==> config.mk <==
export PLATFORM = sky130hd
export DESIGN_NAME = ssr_fifo
export DESIGN_NICKNAME = d
export VERILOG_FILES = /design/src/rtl/core/ssr_pkg.sv /design/src/rtl/core/ssr_fifo.sv
export SDC_FILE = /design/constraint.sdc
export NUM_CORES = 1
export LEC_CHECK = 0
export BUFFER_PORTS_ARGS = -buffer_cell sky130_fd_sc_hd__buf_2
export CORE_MARGIN = 2
export CORE_UTILIZATION = 56
export CTS_CLUSTER_DIAMETER = 80
export DETAILED_ROUTE_END_ITERATION = 10
export GPL_ROUTABILITY_DRIVEN = 0
export PLACE_DENSITY = 0.95
export RECOVER_POWER = 50
export SLEW_MARGIN = 0
export SYNTH_ARGS = -nofsm -noshare
export SYNTH_HDL_FRONTEND = slang
export SYNTH_SLANG_ARGS = --single-unit
==> constraint.sdc <==
create_clock -name clk -period 8.3 [get_ports clk]
set_input_delay 0.415 -clock clk [delete_from_list [all_inputs] [get_ports clk]]
set_output_delay 0.415 -clock clk [all_outputs]
set_load 0.02 [all_outputs]
==> src/rtl/core/ssr_pkg.sv <==
// shared types, constants and codes of the shape span rasterizer
`default_nettype none

package ssr_pkg;

    // canvas store geometry
    localparam int MAX_ROWS     = 64;
    localparam int MAX_COLS     = 64;
    localparam int ROW_W        = (MAX_ROWS > 1) ? $clog2(MAX_ROWS) : 1;
    localparam int COL_W        = (MAX_COLS > 1) ? $clog2(MAX_COLS) : 1;
    localparam int ADDR_W       = ROW_W + COL_W;
    localparam int CANVAS_DEPTH = 1 << ADDR_W;

    // field widths
    localparam int USED_W  = 7;
    localparam int HGT_W   = 7;
    localparam int COORD_W = 12;
    localparam int SPAN_W  = 14;
    localparam int CHAR_W  = 8;
    localparam int CNT_W   = 13;
    localparam int FUNC_W  = 3;

    localparam logic [CHAR_W-1:0] DOT_CHAR = 8'h2E;

    // register map
    localparam int CFG_IDX_W = 2;
    localparam logic [CFG_IDX_W-1:0] REG_ROWS = 2'd0;
    localparam logic [CFG_IDX_W-1:0] REG_COLS = 2'd1;
    localparam logic [USED_W-1:0]    ROWS_RESET = 7'd64;
    localparam logic [USED_W-1:0]    COLS_RESET = 7'd64;

    // register values above the store size are capped
    localparam logic [USED_W-1:0] ROWS_CAP =
        (MAX_ROWS > 127) ? 7'd127 : USED_W'(MAX_ROWS);
    localparam logic [USED_W-1:0] COLS_CAP =
        (MAX_COLS > 127) ? 7'd127 : USED_W'(MAX_COLS);

    // command codes
    localparam logic [FUNC_W-1:0] FN_CLEAR   = 3'd0;
    localparam logic [FUNC_W-1:0] FN_PIXEL   = 3'd1;
    localparam logic [FUNC_W-1:0] FN_RECT    = 3'd2;
    localparam logic [FUNC_W-1:0] FN_UP      = 3'd3;
    localparam logic [FUNC_W-1:0] FN_DOWN    = 3'd4;
    localparam logic [FUNC_W-1:0] FN_DIAMOND = 3'd5;
    localparam logic [FUNC_W-1:0] FN_READ    = 3'd6;

    // command queue
    localparam int FIFO_DEPTH = 2;
    localparam int FIFO_PTR_W = (FIFO_DEPTH > 1) ? $clog2(FIFO_DEPTH) : 1;

    typedef enum logic [1:0] {
        KIND_NONE,
        KIND_FILL,
        KIND_READ
    } kind_t;

    typedef enum logic [1:0] {
        SHAPE_RECT,
        SHAPE_UP,
        SHAPE_DOWN,
        SHAPE_DIAMOND
    } shape_t;

    typedef struct packed {
        logic [FUNC_W-1:0]         func;
        logic signed [COORD_W-1:0] x_pos;
        logic signed [COORD_W-1:0] y_pos;
        logic [HGT_W-1:0]          shape_height;
        logic [HGT_W-1:0]          shape_width;
        logic [CHAR_W-1:0]         brush_char;
    } in_t;

    typedef struct packed {
        logic              in_bounds;
        logic [CHAR_W-1:0] read_char;
        logic [CNT_W-1:0]  pixels_written;
    } out_t;

    // classified command as held in the queue
    typedef struct packed {
        kind_t                     kind;
        shape_t                    shape;
        logic                      inb;
        logic signed [COORD_W-1:0] x_pos;
        logic signed [COORD_W-1:0] y_pos;
        logic [HGT_W-1:0]          height;
        logic [HGT_W-1:0]          width;
        logic [CHAR_W-1:0]         brush;
    } cmd_t;

    typedef struct packed {
        logic full;
        logic empty;
    } fifo_stat_t;

    typedef struct packed {
        logic clearing;
    } back_stat_t;

endpackage

`default_nettype wire

==> src/rtl/core/ssr_fifo.sv <==
// short command queue between front and back
`default_nettype none

module ssr_fifo (
    input  wire logic                clk,
    input  wire logic                rst_n,
    input  wire logic                push,
    input  wire ssr_pkg::cmd_t       push_data,
    input  wire logic                pop,
    output ssr_pkg::cmd_t            head,
    output ssr_pkg::fifo_stat_t      stat
);

    ssr_pkg::cmd_t                       entry_reg [ssr_pkg::FIFO_DEPTH];
    logic [ssr_pkg::FIFO_PTR_W-1:0]      wr_ptr_reg;
    logic [ssr_pkg::FIFO_PTR_W-1:0]      wr_ptr_next;
    logic [ssr_pkg::FIFO_PTR_W-1:0]      rd_ptr_reg;
    logic [ssr_pkg::FIFO_PTR_W-1:0]      rd_ptr_next;
    logic [ssr_pkg::FIFO_PTR_W:0]        fill_reg;
    logic [ssr_pkg::FIFO_PTR_W:0]        fill_next;
    logic                                do_push;
    logic                                do_pop;

    assign stat.full  = (fill_reg == (ssr_pkg::FIFO_PTR_W + 1)'(ssr_pkg::FIFO_DEPTH));
    assign stat.empty = (fill_reg == '0);
    assign head       = entry_reg[rd_ptr_reg];
    assign do_push    = push && !stat.full;
    assign do_pop     = pop && !stat.empty;

    always_comb
    begin
        wr_ptr_next = do_push ? wr_ptr_reg + 1'b1 : wr_ptr_reg;
        rd_ptr_next = do_pop ? rd_ptr_reg + 1'b1 : rd_ptr_reg;
        fill_next   = fill_reg;
        if (do_push && !do_pop)
        begin
            fill_next = fill_reg + 1'b1;
        end
        else if (do_pop && !do_push)
        begin
            fill_next = fill_reg - 1'b1;
        end
    end

    always_ff @(posedge clk or negedge rst_n)
    begin
        if (!rst_n)
        begin
            wr_ptr_reg <= '0;
            rd_ptr_reg <= '0;
            fill_reg   <= '0;
        end
        else
        begin
            wr_ptr_reg <= wr_ptr_next;
            rd_ptr_reg <= rd_ptr_next;
            fill_reg   <= fill_next;
        end
    end

    always_ff @(posedge clk)
    begin
        if (do_push)
        begin
            entry_reg[wr_ptr_reg] <= push_data;
        end
    end

endmodule

`default_nettype wire

### Word level (Yosys, flattened, before mapping)

Memory sizes are Yosys's and may differ from the RTL's.
Cells that the tools add are included.

* register bits: 4
* memory bits (writable): 102
* bits of input ports: 55
* output and inout bits: 53
* logic and storage cells: 23
* memories kept: 1

Memory list
* entry_reg: words 2, bits a word 51, read ports 1, clocked after Yosys merged registers in 0, write ports 1, line ssr_fifo.sv:14 `ssr_pkg::cmd_t entry_reg [ssr_pkg::FIFO_DEPTH];`

* $add $sub $neg: 4
* eq/ne operators: 1
* muxes and demuxes: 4
* reductions and logical operators: 10

Operators by type and width (count)
* 1-bit logical AND: 4
* 1-bit logical NOT: 4
* 2-bit two-way mux: 2
* 1-bit adder (second input constant): 2
* 2-bit by 1-bit adder with 2-bit output (second input constant): 1
* 2-bit equality test (second input constant): 1
* 2-bit logical NOT: 1
* 1-bit two-way mux: 2
* 2-bit nonzero test: 1
* 2-bit by 1-bit subtractor with 2-bit output (second input constant): 1

### Logic depth before layout (Yosys ltp)

* word-level depth: 7
* gate-level depth with buffers: 7
* gate-level depth less buffers: 7

### Worst setup path after synthesis

No wires, ideal clock.

* kind: register to register
* from: register fill_reg[0] (netlist name)
* to: memory entry_reg[0][0] (netlist name), enable pin
* setup time: 460 ps
* arrival: 2788 ps
* data required time: 7840 ps
* slack: 5052 ps
* cell stages (with the launch flop): 4
* path buffers: 0
* period minus slack after synthesis: 3248 ps
* cells stage by stage: dfrtp_1 -> nand2b_1 -> nand2_1 -> nor2_1

* longest elaborated chain between the ends: 5

Ends and longest elaborated chain
* start: declaration: line ssr_fifo.sv:19 `logic [ssr_pkg::FIFO_PTR_W:0] fill_reg;`
* start signal: assignment: line ssr_fifo.sv:57 `fill_reg <= fill_next;`
* 2-bit equality test: line ssr_fifo.sv:24 `assign stat.full = (fill_reg == (ssr_pkg::FIFO_PTR_W + 1)'(ssr_pkg::FIFO_DEPTH));`
* 1-bit logical NOT: line ssr_fifo.sv:27 `assign do_push = push && !stat.full;`
* 1-bit logical AND: line ssr_fifo.sv:27
* 1-bit two-way mux: line ssr_fifo.sv:63 `if (do_push)`
* 1-bit two-way mux (not written as such): line ssr_fifo.sv:65 `entry_reg[wr_ptr_reg] <= push_data;`
* end: declaration: line ssr_fifo.sv:14

No other way between the ends.

==> flow_summary.json <==
{
  "status": "finished with violations",
  "failed_checks": "max-capacitance violations, max-slew violations",
  "port_buffers": 107,
  "path_buf_inv": 1,
  "final_cell_area_mm2": 0.004865,
  "startpoint_type": "flop",
  "htreeDepth": 3,
  "largest_reg_flops": 102,
  "clkPwrFrac_pct": 18.3,
  "start_util_pct": 57.23,
  "grt_max_degree": 53,
  "io_pins": 108,
  "reg2reg_to": "entry_reg[0][17]",
  "crit_chain": "mux2_2 -> buf_2",
  "synth_seq_cells": 106,
  "layout_commonest_cell": "edfxtp_1",
  "n_antenna_cell": 0,
  "ant_nets": 0,
  "cp_max_fo": 52,
  "worstHoldPathType": "primary input to flop",
  "setup_viol": 0,
  "via_per_inst": 4.914,
  "swShare_pct": 31.41,
  "yosys_warnings": 0,
  "drive_gt1_share_pct": 48.31,
  "crit_family": "flip-flops",
  "grt-ovfl-total": 0,
  "die_h_um": 89.87,
  "firstDrtPassIters": 4,
  "tns_ns": 0,
  "max_freq_mhz": 265.7,
  "fin_crit_ns": 3.763,
  "clockBufferDepth": 2,
  "rows": 31,
  "rsz0062_at_grt": "no",
  "worst_slew_pin_slew_ns": 2.890,
  "peakVddDrop_mv": 0.2399,
  "fin_crit_sh_pct": 45.34,
  "die_w_um": 89.87,
  "worstPathRequired_ns": 7.89,
  "r2r_slack_ns": 5.12,
  "die_area_mm2": 0.008076,
  "arrival_ns": 3.35,
  "worst_slack_ns": 4.537,
  "layout_common_cells": "edfxtp_1 (102), buf_2 (76), mux2_4 (49)",
  "p_comb_share_pct": 35.0,
  "cpMaxStageDelayCell": "dfrtp_1",
  "fin_nets": 348,
  "syn-num-nets": 234,
  "root_buffer": "clkbuf_8",
  "internal-power_w": 0.001224,
  "worstHoldEndpoint": "entry_reg[1][37]",
  "synthCells": 178,
  "whs_path_depth": 1,
  "crit_type": "flop to output pin",
  "cts_tree": "built",
  "power_frac_seq_pct": 46.8,
  "grtUsageTotal_pct": 15.66,
  "maxCapViolCount": 2,
  "antenna_found_initial": 0,
  "worst_setup_path_end_kind": "output pin",
  "max-slew-margin-rel_pct": -92.66,
  "core_region_area_mm2": 0.007214,
  "fill_cells": 527,
  "clock_latency_ns": 0.34,
  "yosysUniqueCellTypes": 15,
  "hold_viol": 0,
  "place_area_mm2": 0.004697,
  "first_iter_violations": 57,
  "cts_buffers": 9,
  "p_per_area_mw_per_mm2": 366.9,
  "hp-start": "push_data[37]",
  "grt_pass1_wl_um": 9673,
  "cpPeakStageDelay_ns": 2.31,
  "hpwl_um": 4143,
  "synth_area_mm2": 0.004129,
  "r2r_start": "fill_reg[0]",
  "p_leak_nw": 1.903,
  "syn_to_final_growth_pct": 17.82,
  "maxSlewViolCount": 80,
  "ys_seq_area_share_pct": 76.61,
  "power_switching_w": 0.0005605,
  "avgSynthCellArea_um2": 23.20,
  "grt_pass1_vias": 1994,
  "clk_pin_slew_worst_paths_ns": 0.09,
  "finClkSkew_ns": 0.008210,
  "reg2reg_depth": 4,
  "drc_errors": 0,
  "clock-sinks": 106,
  "finalWirelength_um": 6238,
  "num_vias": 1941,
  "wl_per_cell_um": 15.79,
  "place_ws_ns": 6.107
}
==> layer usage <==
layer  wire (um)  vias to the layer above  track usage [%]
li1            -                      916                -
met1        2483                      953            18.47
met2        3329                       66            27.53
met3         354                        6            4.443
met4          71                        0            5.769
met5           0                        -                0
==> worst register-to-register path, delay by kind of cell (launching register included) <==
family	cells	cell delay, ns
buffers and inverters	1	0.57
flip-flops	1	0.43
AND/OR/NAND/NOR	3	1.83
==> per-stage QoR <==
step	instances	power, W	hold slack [ns]	util [%]
floorplan	178	0.001332	0.1194	-
global placement	379	0.001438	0.2229	65.11
detailed placement	379	0.001460	0.2324	65.11
CTS	395	0.001784	0.2322	68.12
global route	395	0.001868	0.2171	67.43
finish	395	0.001785	0.2493	67.43
==> worst max path at each step <==
stage                                   to  slack, ns        start  depth (start not counted)
after floorplan            entry_reg[0][0]       5.05  fill_reg[0]                          3
after global placement    entry_reg[0][26]       6.20  fill_reg[0]                          4
after detailed placement  entry_reg[0][13]       6.11  fill_reg[0]                          4
after CTS                         head[29]       5.85   rd_ptr_reg                          2
after global routing              head[29]       4.27   rd_ptr_reg                          2
final                             head[29]       4.54   rd_ptr_reg                          2
==> synthesized netlist by cell type <==
master    number  share of area (%)
edfxtp_1     102                 74
mux2_4        49                 18
buf_12         5                2.4
dfrtp_1        4                2.4
nor2_1         3               0.27
xnor2_1        3               0.64
inv_1          2               0.18
mux2_2         2               0.55
xor2_1         2               0.42
and3_1         1               0.15
buf_6          1               0.27
ha_1           1               0.30
nand2_1        1              0.091
nand2b_1       1               0.15
o21ai_1        1               0.12
==> cell families (layout without fill, tap and decap cells) <==
logic type | after synthesis | count (layout) | synth area share (%)
muxes | 51 | 51 | 18.36
and+or+nand+nor | 6 | 6 | 0.6668
adders and majority gates | 1 | 1 | 0.3030
AOI/OAI and AO/OA | 1 | 1 | 0.1211
xor gates and xnor gates | 5 | 5 | 1.061
DFF | 106 | 106 | 76.61
buffers and inverters | 8 | 126 | 2.879
==> final cells by class <==
class	instances	area (um2)	area share, %
multi-input cells	64	848.3	17.44
clock buffers	10	127.6	2.623
clock inverters	5	80.08	1.646
repair buffers	109	514.2	10.57
inverters	2	7.507	0.1543
flip-flops and latches	106	3163	65.02
well taps	99	123.9	2.546
==> power by group through the flow <==
stage | combinational [W] | sequential [W] | clock, W
global placement | 0.000596 | 0.000842 | 0
floorplan | 0.000555 | 0.000777 | 0
global route | 0.000662 | 0.000851 | 0.000354
finish | 0.000624 | 0.000835 | 0.000326
CTS | 0.000609 | 0.000841 | 0.000334
detailed placement | 0.000607 | 0.000854 | 0
==> what timing repair did <==
action,CTS,global route
buffers inserted,0,0
gates resized for setup,0,0
hold endpoints to repair,4,0
hold buffers,1,0
No activity file was read; power rests on OpenSTA's default activity.
