$ cat config.mk
export PLATFORM = sky130hd
export DESIGN_NAME = ssr_front
export DESIGN_NICKNAME = d
export VERILOG_FILES = /design/src/rtl/core/ssr_pkg.sv /design/src/rtl/core/ssr_front.sv
export SDC_FILE = /design/constraint.sdc
export NUM_CORES = 1
export LEC_CHECK = 0
export BUFFER_PORTS_ARGS = -buffer_cell sky130_fd_sc_hd__buf_2
export CAP_MARGIN = 10
export CORE_UTILIZATION = 35
export DETAILED_ROUTE_END_ITERATION = 12
export PLACE_DENSITY = 0.85
export SLEW_MARGIN = 20
export SYNTH_ARGS = -nofsm -noshare
export SYNTH_HDL_FRONTEND = slang
export SYNTH_SLANG_ARGS = --single-unit
$ cat constraint.sdc
create_clock -name vclk -period 2.6
set_clock_uncertainty 0.1 [all_clocks]
set_input_delay 0.52 -clock vclk [all_inputs]
set_output_delay 0.52 -clock vclk [all_outputs]
set_load 0.02 [all_outputs]
$ cat src/rtl/core/ssr_pkg.sv
// shared types, constants and codes of the shape span rasterizer
`default_nettype none

package ssr_pkg;

    // canvas store geometry
    localparam int MAX_ROWS     = 64;
    localparam int MAX_COLS     = 64;
    localparam int ROW_W        = (MAX_ROWS > 1) ? $clog2(MAX_ROWS) : 1;
    localparam int COL_W        = (MAX_COLS > 1) ? $clog2(MAX_COLS) : 1;
    localparam int ADDR_W       = ROW_W + COL_W;
    localparam int CANVAS_DEPTH = 1 << ADDR_W;

    // field widths
    localparam int USED_W  = 7;
    localparam int HGT_W   = 7;
    localparam int COORD_W = 12;
    localparam int SPAN_W  = 14;
    localparam int CHAR_W  = 8;
    localparam int CNT_W   = 13;
    localparam int FUNC_W  = 3;

    localparam logic [CHAR_W-1:0] DOT_CHAR = 8'h2E;

    // register map
    localparam int CFG_IDX_W = 2;
    localparam logic [CFG_IDX_W-1:0] REG_ROWS = 2'd0;
    localparam logic [CFG_IDX_W-1:0] REG_COLS = 2'd1;
    localparam logic [USED_W-1:0]    ROWS_RESET = 7'd64;
    localparam logic [USED_W-1:0]    COLS_RESET = 7'd64;

    // register values above the store size are capped
    localparam logic [USED_W-1:0] ROWS_CAP =
        (MAX_ROWS > 127) ? 7'd127 : USED_W'(MAX_ROWS);
    localparam logic [USED_W-1:0] COLS_CAP =
        (MAX_COLS > 127) ? 7'd127 : USED_W'(MAX_COLS);

    // command codes
    localparam logic [FUNC_W-1:0] FN_CLEAR   = 3'd0;
    localparam logic [FUNC_W-1:0] FN_PIXEL   = 3'd1;
    localparam logic [FUNC_W-1:0] FN_RECT    = 3'd2;
    localparam logic [FUNC_W-1:0] FN_UP      = 3'd3;
    localparam logic [FUNC_W-1:0] FN_DOWN    = 3'd4;
    localparam logic [FUNC_W-1:0] FN_DIAMOND = 3'd5;
    localparam logic [FUNC_W-1:0] FN_READ    = 3'd6;

    // command queue
    localparam int FIFO_DEPTH = 2;
    localparam int FIFO_PTR_W = (FIFO_DEPTH > 1) ? $clog2(FIFO_DEPTH) : 1;

    typedef enum logic [1:0] {
        KIND_NONE,
        KIND_FILL,
        KIND_READ
    } kind_t;

    typedef enum logic [1:0] {
        SHAPE_RECT,
        SHAPE_UP,
        SHAPE_DOWN,
        SHAPE_DIAMOND
    } shape_t;

    typedef struct packed {
        logic [FUNC_W-1:0]         func;
        logic signed [COORD_W-1:0] x_pos;
        logic signed [COORD_W-1:0] y_pos;
        logic [HGT_W-1:0]          shape_height;
        logic [HGT_W-1:0]          shape_width;
        logic [CHAR_W-1:0]         brush_char;
    } in_t;

    typedef struct packed {
        logic              in_bounds;
        logic [CHAR_W-1:0] read_char;
        logic [CNT_W-1:0]  pixels_written;
    } out_t;

    // classified command as held in the queue
    typedef struct packed {
        kind_t                     kind;
        shape_t                    shape;
        logic                      inb;
        logic signed [COORD_W-1:0] x_pos;
        logic signed [COORD_W-1:0] y_pos;
        logic [HGT_W-1:0]          height;
        logic [HGT_W-1:0]          width;
        logic [CHAR_W-1:0]         brush;
    } cmd_t;

    typedef struct packed {
        logic full;
        logic empty;
    } fifo_stat_t;

    typedef struct packed {
        logic clearing;
    } back_stat_t;

endpackage

`default_nettype wire

$ cat src/rtl/core/ssr_front.sv
// front end: turns input beats into queued fill, read or no-op commands
`default_nettype none

module ssr_front (
    input  wire logic                        in_valid,
    output logic                             in_stall,
    input  wire ssr_pkg::in_t                in_data,
    input  wire logic [ssr_pkg::USED_W-1:0]  rows_used,
    input  wire logic [ssr_pkg::USED_W-1:0]  cols_used,
    input  wire ssr_pkg::fifo_stat_t         q_stat,
    input  wire ssr_pkg::back_stat_t         b_stat,
    output logic                             push,
    output ssr_pkg::cmd_t                    push_data
);

    logic signed [ssr_pkg::COORD_W:0] x_ext;
    logic signed [ssr_pkg::COORD_W:0] y_ext;
    logic signed [ssr_pkg::COORD_W:0] rows_ext;
    logic signed [ssr_pkg::COORD_W:0] cols_ext;
    logic                             in_area;

    assign in_stall = q_stat.full || b_stat.clearing;
    assign push     = in_valid && !in_stall;

    always_comb
    begin
        x_ext    = {in_data.x_pos[ssr_pkg::COORD_W-1], in_data.x_pos};
        y_ext    = {in_data.y_pos[ssr_pkg::COORD_W-1], in_data.y_pos};
        rows_ext = {{(ssr_pkg::COORD_W + 1 - ssr_pkg::USED_W){1'b0}}, rows_used};
        cols_ext = {{(ssr_pkg::COORD_W + 1 - ssr_pkg::USED_W){1'b0}}, cols_used};
        in_area  = (x_ext >= 0) && (y_ext >= 0) && (x_ext < cols_ext) && (y_ext < rows_ext);

        push_data.kind   = ssr_pkg::KIND_NONE;
        push_data.shape  = ssr_pkg::SHAPE_RECT;
        push_data.inb    = 1'b0;
        push_data.x_pos  = in_data.x_pos;
        push_data.y_pos  = in_data.y_pos;
        push_data.height = in_data.shape_height;
        push_data.width  = in_data.shape_width;
        push_data.brush  = in_data.brush_char;

        case (in_data.func)
            ssr_pkg::FN_CLEAR:
            begin
                // whole area in use as one rectangle of dots
                push_data.kind   = ssr_pkg::KIND_FILL;
                push_data.x_pos  = '0;
                push_data.y_pos  = '0;
                push_data.height = rows_used;
                push_data.width  = cols_used;
                push_data.brush  = ssr_pkg::DOT_CHAR;
            end
            ssr_pkg::FN_PIXEL:
            begin
                if (in_area)
                begin
                    push_data.kind   = ssr_pkg::KIND_FILL;
                    push_data.inb    = 1'b1;
                    push_data.height = ssr_pkg::HGT_W'(1);
                    push_data.width  = ssr_pkg::HGT_W'(1);
                end
            end
            ssr_pkg::FN_RECT:
            begin
                push_data.kind = ssr_pkg::KIND_FILL;
                if (in_data.shape_width == '0)
                begin
                    push_data.height = '0;
                end
            end
            ssr_pkg::FN_UP:
            begin
                push_data.kind  = ssr_pkg::KIND_FILL;
                push_data.shape = ssr_pkg::SHAPE_UP;
            end
            ssr_pkg::FN_DOWN:
            begin
                push_data.kind  = ssr_pkg::KIND_FILL;
                push_data.shape = ssr_pkg::SHAPE_DOWN;
            end
            ssr_pkg::FN_DIAMOND:
            begin
                push_data.kind  = ssr_pkg::KIND_FILL;
                push_data.shape = ssr_pkg::SHAPE_DIAMOND;
            end
            ssr_pkg::FN_READ:
            begin
                if (in_area)
                begin
                    push_data.kind = ssr_pkg::KIND_READ;
                    push_data.inb  = 1'b1;
                end
            end
            default:
            begin
                push_data.kind = ssr_pkg::KIND_NONE;
            end
        endcase
    end

endmodule

`default_nettype wire

# --- Yosys cells after proc, flatten, opt, wreduce, memory -nomap -nowiden ---
# Index checks and enable logic that the tools add are counted.
word_totals:
  reg_bits: 0
  in_bits: 67
op_classes:
  order_cmp: 4
  n_mux: 12
  eq_ne: 6
  reduce_logical: 10
ops:
  columns: ["cell", "n"]
  rows:
  - ["greater-or-equal comparator 12 x 1 -> 1 bit (second input constant)", 2]
  - ["< comparator 12 x 8 -> 1 bit", 2]
  - ["two-way mux 24 bit", 1]
  - ["case mux 7 bit (3 select lines)", 1]
  - ["two-way mux 14 bit", 1]
  - ["case mux 7 bit (2 select lines)", 1]
  - ["case mux 2 bit (3 select lines)", 2]
  - ["== test 3 bit (second input constant)", 3]
  - ["two-way mux 8 bit", 1]
  - ["zero test 7 bit", 1]
  - ["two-way mux 7 bit", 1]
  - ["== test 3 x 2 -> 1 bit (second input constant)", 2]
  - ["OR reduction 5 bit", 1]
  - ["logical AND 1 bit", 4]
  - ["== test 3 x 1 -> 1 bit (second input constant)", 1]
  - ["zero test 3 bit", 1]
  - ["two-way mux 1 bit", 3]
  - ["two-way mux 2 bit", 1]
  - ["OR reduction 2 bit", 1]
  - ["zero test 1 bit", 1]
  - ["logical OR 1 bit", 1]

# --- Depth between registers and ports, before layout ---
depth:
  depth_word: 6
  mapped_depth: 8

# --- Worst setup path before layout ---
# No wires, ideal clock.
synth_timing:
  kind: "input to output"
  start: "input cols_used[5] (netlist bit)"
  end: "output push_data[10] (netlist bit)"
  setup_slack_ns: 0.006
  t_arrival_ns: 1.974
  path_stages: 6
  n_path_buf: 0
  cell_sequence: "inv_1 > ha_1 > nand4b_1 > nor4_1 > nor3b_4 > o21ai_0"
synth_rtl:
  columns: ["element", "line", "rtl"]
  rows:
  - ["start, declared", "ssr_front.sv:9", "input wire logic [ssr_pkg::USED_W-1:0] cols_used,"]
  - ["end, declared", "ssr_front.sv:13", "output ssr_pkg::cmd_t push_data"]

==> flow_summary.ini <==
[status]
status = finished with violations
violations = negative setup slack

[power]
peakVddDrop_mv = 0.162
p_leak_nw = 1.05
power_density_mw_per_mm2 = 191

[synth]
synth_top_area_share_pct = 21.4
synth-xor-area-share_pct = 0.882
synth_cells = 155
yosys.area_share.simple_pct = 44.8
synthAdderAreaFrac_pct = 17.6
yosysSeqAreaShare_pct = 0
synth.cell_area_um2 = 993
ys_warn_count = 0
synth_area_leaders = nor2b_1 (21%), ha_1 (18%), inv_1 (5.7%), nand2_1 (5.7%), a22oi_1 (4.5%)
ys_types = 30
synth_compound_area_share_pct = 26.7
yosysTopAreaCell = nor2b_1
synth_top_family_by_area = simple AND/OR/NAND/NOR gates
synth.area.mux_share_pct = 0
synth.avg_cell_area_um2 = 6.41
syn_nets = 236

[global_routing]
antenna_found_initial = 0
overflow = 0
grt_max_degree = 30
grt_pass1_wl_um = 6240
grtUsageTotal_pct = 23.8
grt_pass1_vias = 1449

[sta]
rsz0062_at_grt = true
fin_ws_ns = -0.103
fin_crit_ns = 2.70
hold_ws_ns = 1.24
maxSlewViolCount = 0
finalCritPeriodShare_pct = 104
tightest_slew_ns = 0.447
hold_violations = 0
setup_viol = 16
maxClockFrequency_mhz = 370
slew_headroom_pct = 70.2

[drt]
routed_wirelength_um = 4090
wl_met3_um = 217
dr_total_vias = 1569
met1_length_um = 1610
drtIter0Drc = 68
via_per_inst = 5.11
wire_per_inst_um = 13.3
met2WireLength_um = 2240
highest_layer = met4
antenna_left = 0
drc_errors = 0
drtPass1Iterations = 4

[floorplan]
die_w_um = 55.3
io_pins = 120
coreArea_mm2 = 0.00257
die_h_um = 55.3
rows = 18
initial_core_util_pct = 38.7
dieArea_mm2 = 0.00306

[final_layout]
insertedDiodeCount = 0
areaGrowthSynthToFinish_pct = 108
flops_and_latches = 0
clkbuf_count = 0
nFillCells = 190
seqCellArea_um2 = 0
drive_gt1_share_pct = 62.5
final_nets = 360

[worst_setup_path]
cp-start-kind = input pin
crit_end = push_data[18]
slowest_stage = a2111oi_4
required_ns = 1.98
path_class = input pin to output pin
cp-startpoint = cols_used[1]
worstPathArrival_ns = 2.08
cp_slowest_stage_delay_ns = 0.36
crit_chain = buf_8 -> inv_4 -> ha_4 -> a2111oi_4 -> nor4_4 -> nor3b_4 -> buf_6 -> buf_16 -> o21ai_2 -> buf_6
crit_top_cell = buf_6
critPathCaptureType = output pin
path_max_fanout = 8

[cts]
cts_hold_buf = 0

[place]
portBuffers = 119
place_worst_setup_slack_ns = -0.223
place_hpwl_um = 2830
place_congestion = 0.773

[min_path]
hold_path.class = input pin to output pin

[run]
max_cap_violations = 0
## through the flow
stage | TNS, ns | instances | power [mW] | util (%) | area (µm²)
after floorplan | 0 | 155 | 0.180 | - | 993
after global placement | -3.31 | 304 | 0.308 | 65.0 | 1670
after detailed placement | -2.40 | 304 | 0.314 | 65.0 | 1670
after CTS | -1.52 | 306 | 0.367 | 76.0 | 1950
after global routing | -2.25 | 307 | 0.422 | 80.6 | 2070
final | -0.941 | 307 | 0.395 | 80.6 | 2070
## cell families after synthesis
family                   after synthesis
XOR/XNOR                               1
adder cells (fa/ha/maj)               14
AO/OA/AOI/OAI                         39
AND/OR/NAND/NOR                       77
buffers and inverters                 24
## synth_stat cells (2+ instances only)
cell,number
nor2b_1,34
inv_1,15
nand2_1,15
ha_1,14
clkbuf_1,7
o21ai_0,7
o21ai_1,7
a22oi_1,6
a31oi_1,6
nor4_1,6
or2_2,5
a21o_1,4
nor3_1,4
nor2_1,3
a2111oi_2,2
a21oi_1,2
and2_1,2
nand2b_1,2
nand3_1,2
o21a_1,2
## repair_timing
| action | in CTS | in global routing |
|---|---|---|
| gates cloned | 1 | 0 |
| gates resized for setup | 58 | 23 |
| pin swaps | 6 | 4 |
| buffers inserted | 1 | 1 |
| setup endpoints to repair | 17 | 17 |
## how the worst min path moves through the flow
stage / from / end / cells past startpoint
after floorplan: in_valid / push / 2
after global placement: in_data[2] / push_data[2] / 3
after detailed placement: in_data[5] / push_data[5] / 3
after CTS: in_data[5] / push_data[5] / 3
after global routing: in_data[5] / push_data[5] / 3
final: in_data[5] / push_data[5] / 3
## critical path, delay by kind of cell
| family | cells | cell delay (ns) |
|---|---|---|
| buffers and inverters | 5 | 0.56 |
| AOI/OAI and AO/OA | 2 | 0.43 |
| and+or+nand+nor | 2 | 0.38 |
| adders and majority gates | 1 | 0.19 |
## area by class of cell
cell class | count | area, µm² | share of cell area, %
multi-input cells | 131 | 1130 | 54.9
well taps | 30 | 37.5 | 1.81
repair buffers | 131 | 835 | 40.4
inverters | 15 | 61.3 | 2.96
## cells in the final DEF (no fill, tap or decap), drive strengths merged, types with 3 or more instances in the layout
master	n
a21o	4
a22oi	6
a31oi	6
buf	131
ha	14
inv	15
nand2	15
nor2	3
nor2b	34
nor3	4
nor4	6
o21ai	14
or2	5
## report_power, final
group | internal [mW] | total (mW) | switching, mW | leakage (nW)
combinational | 0.184 | 0.395 | 0.211 | 1.05
sequential | 0 | 0 | 0 | 0
clock | 0 | 0 | 0 | 0
## layer usage
layer / global-route usage (%) / up-vias
met5: 0 / -
met4: 1.07 / 0
met3: 0.937 / 4
met2: 48.0 / 71
met1: 28.7 / 706
li1: - / 788
Power figures use the tool's default switching activity.
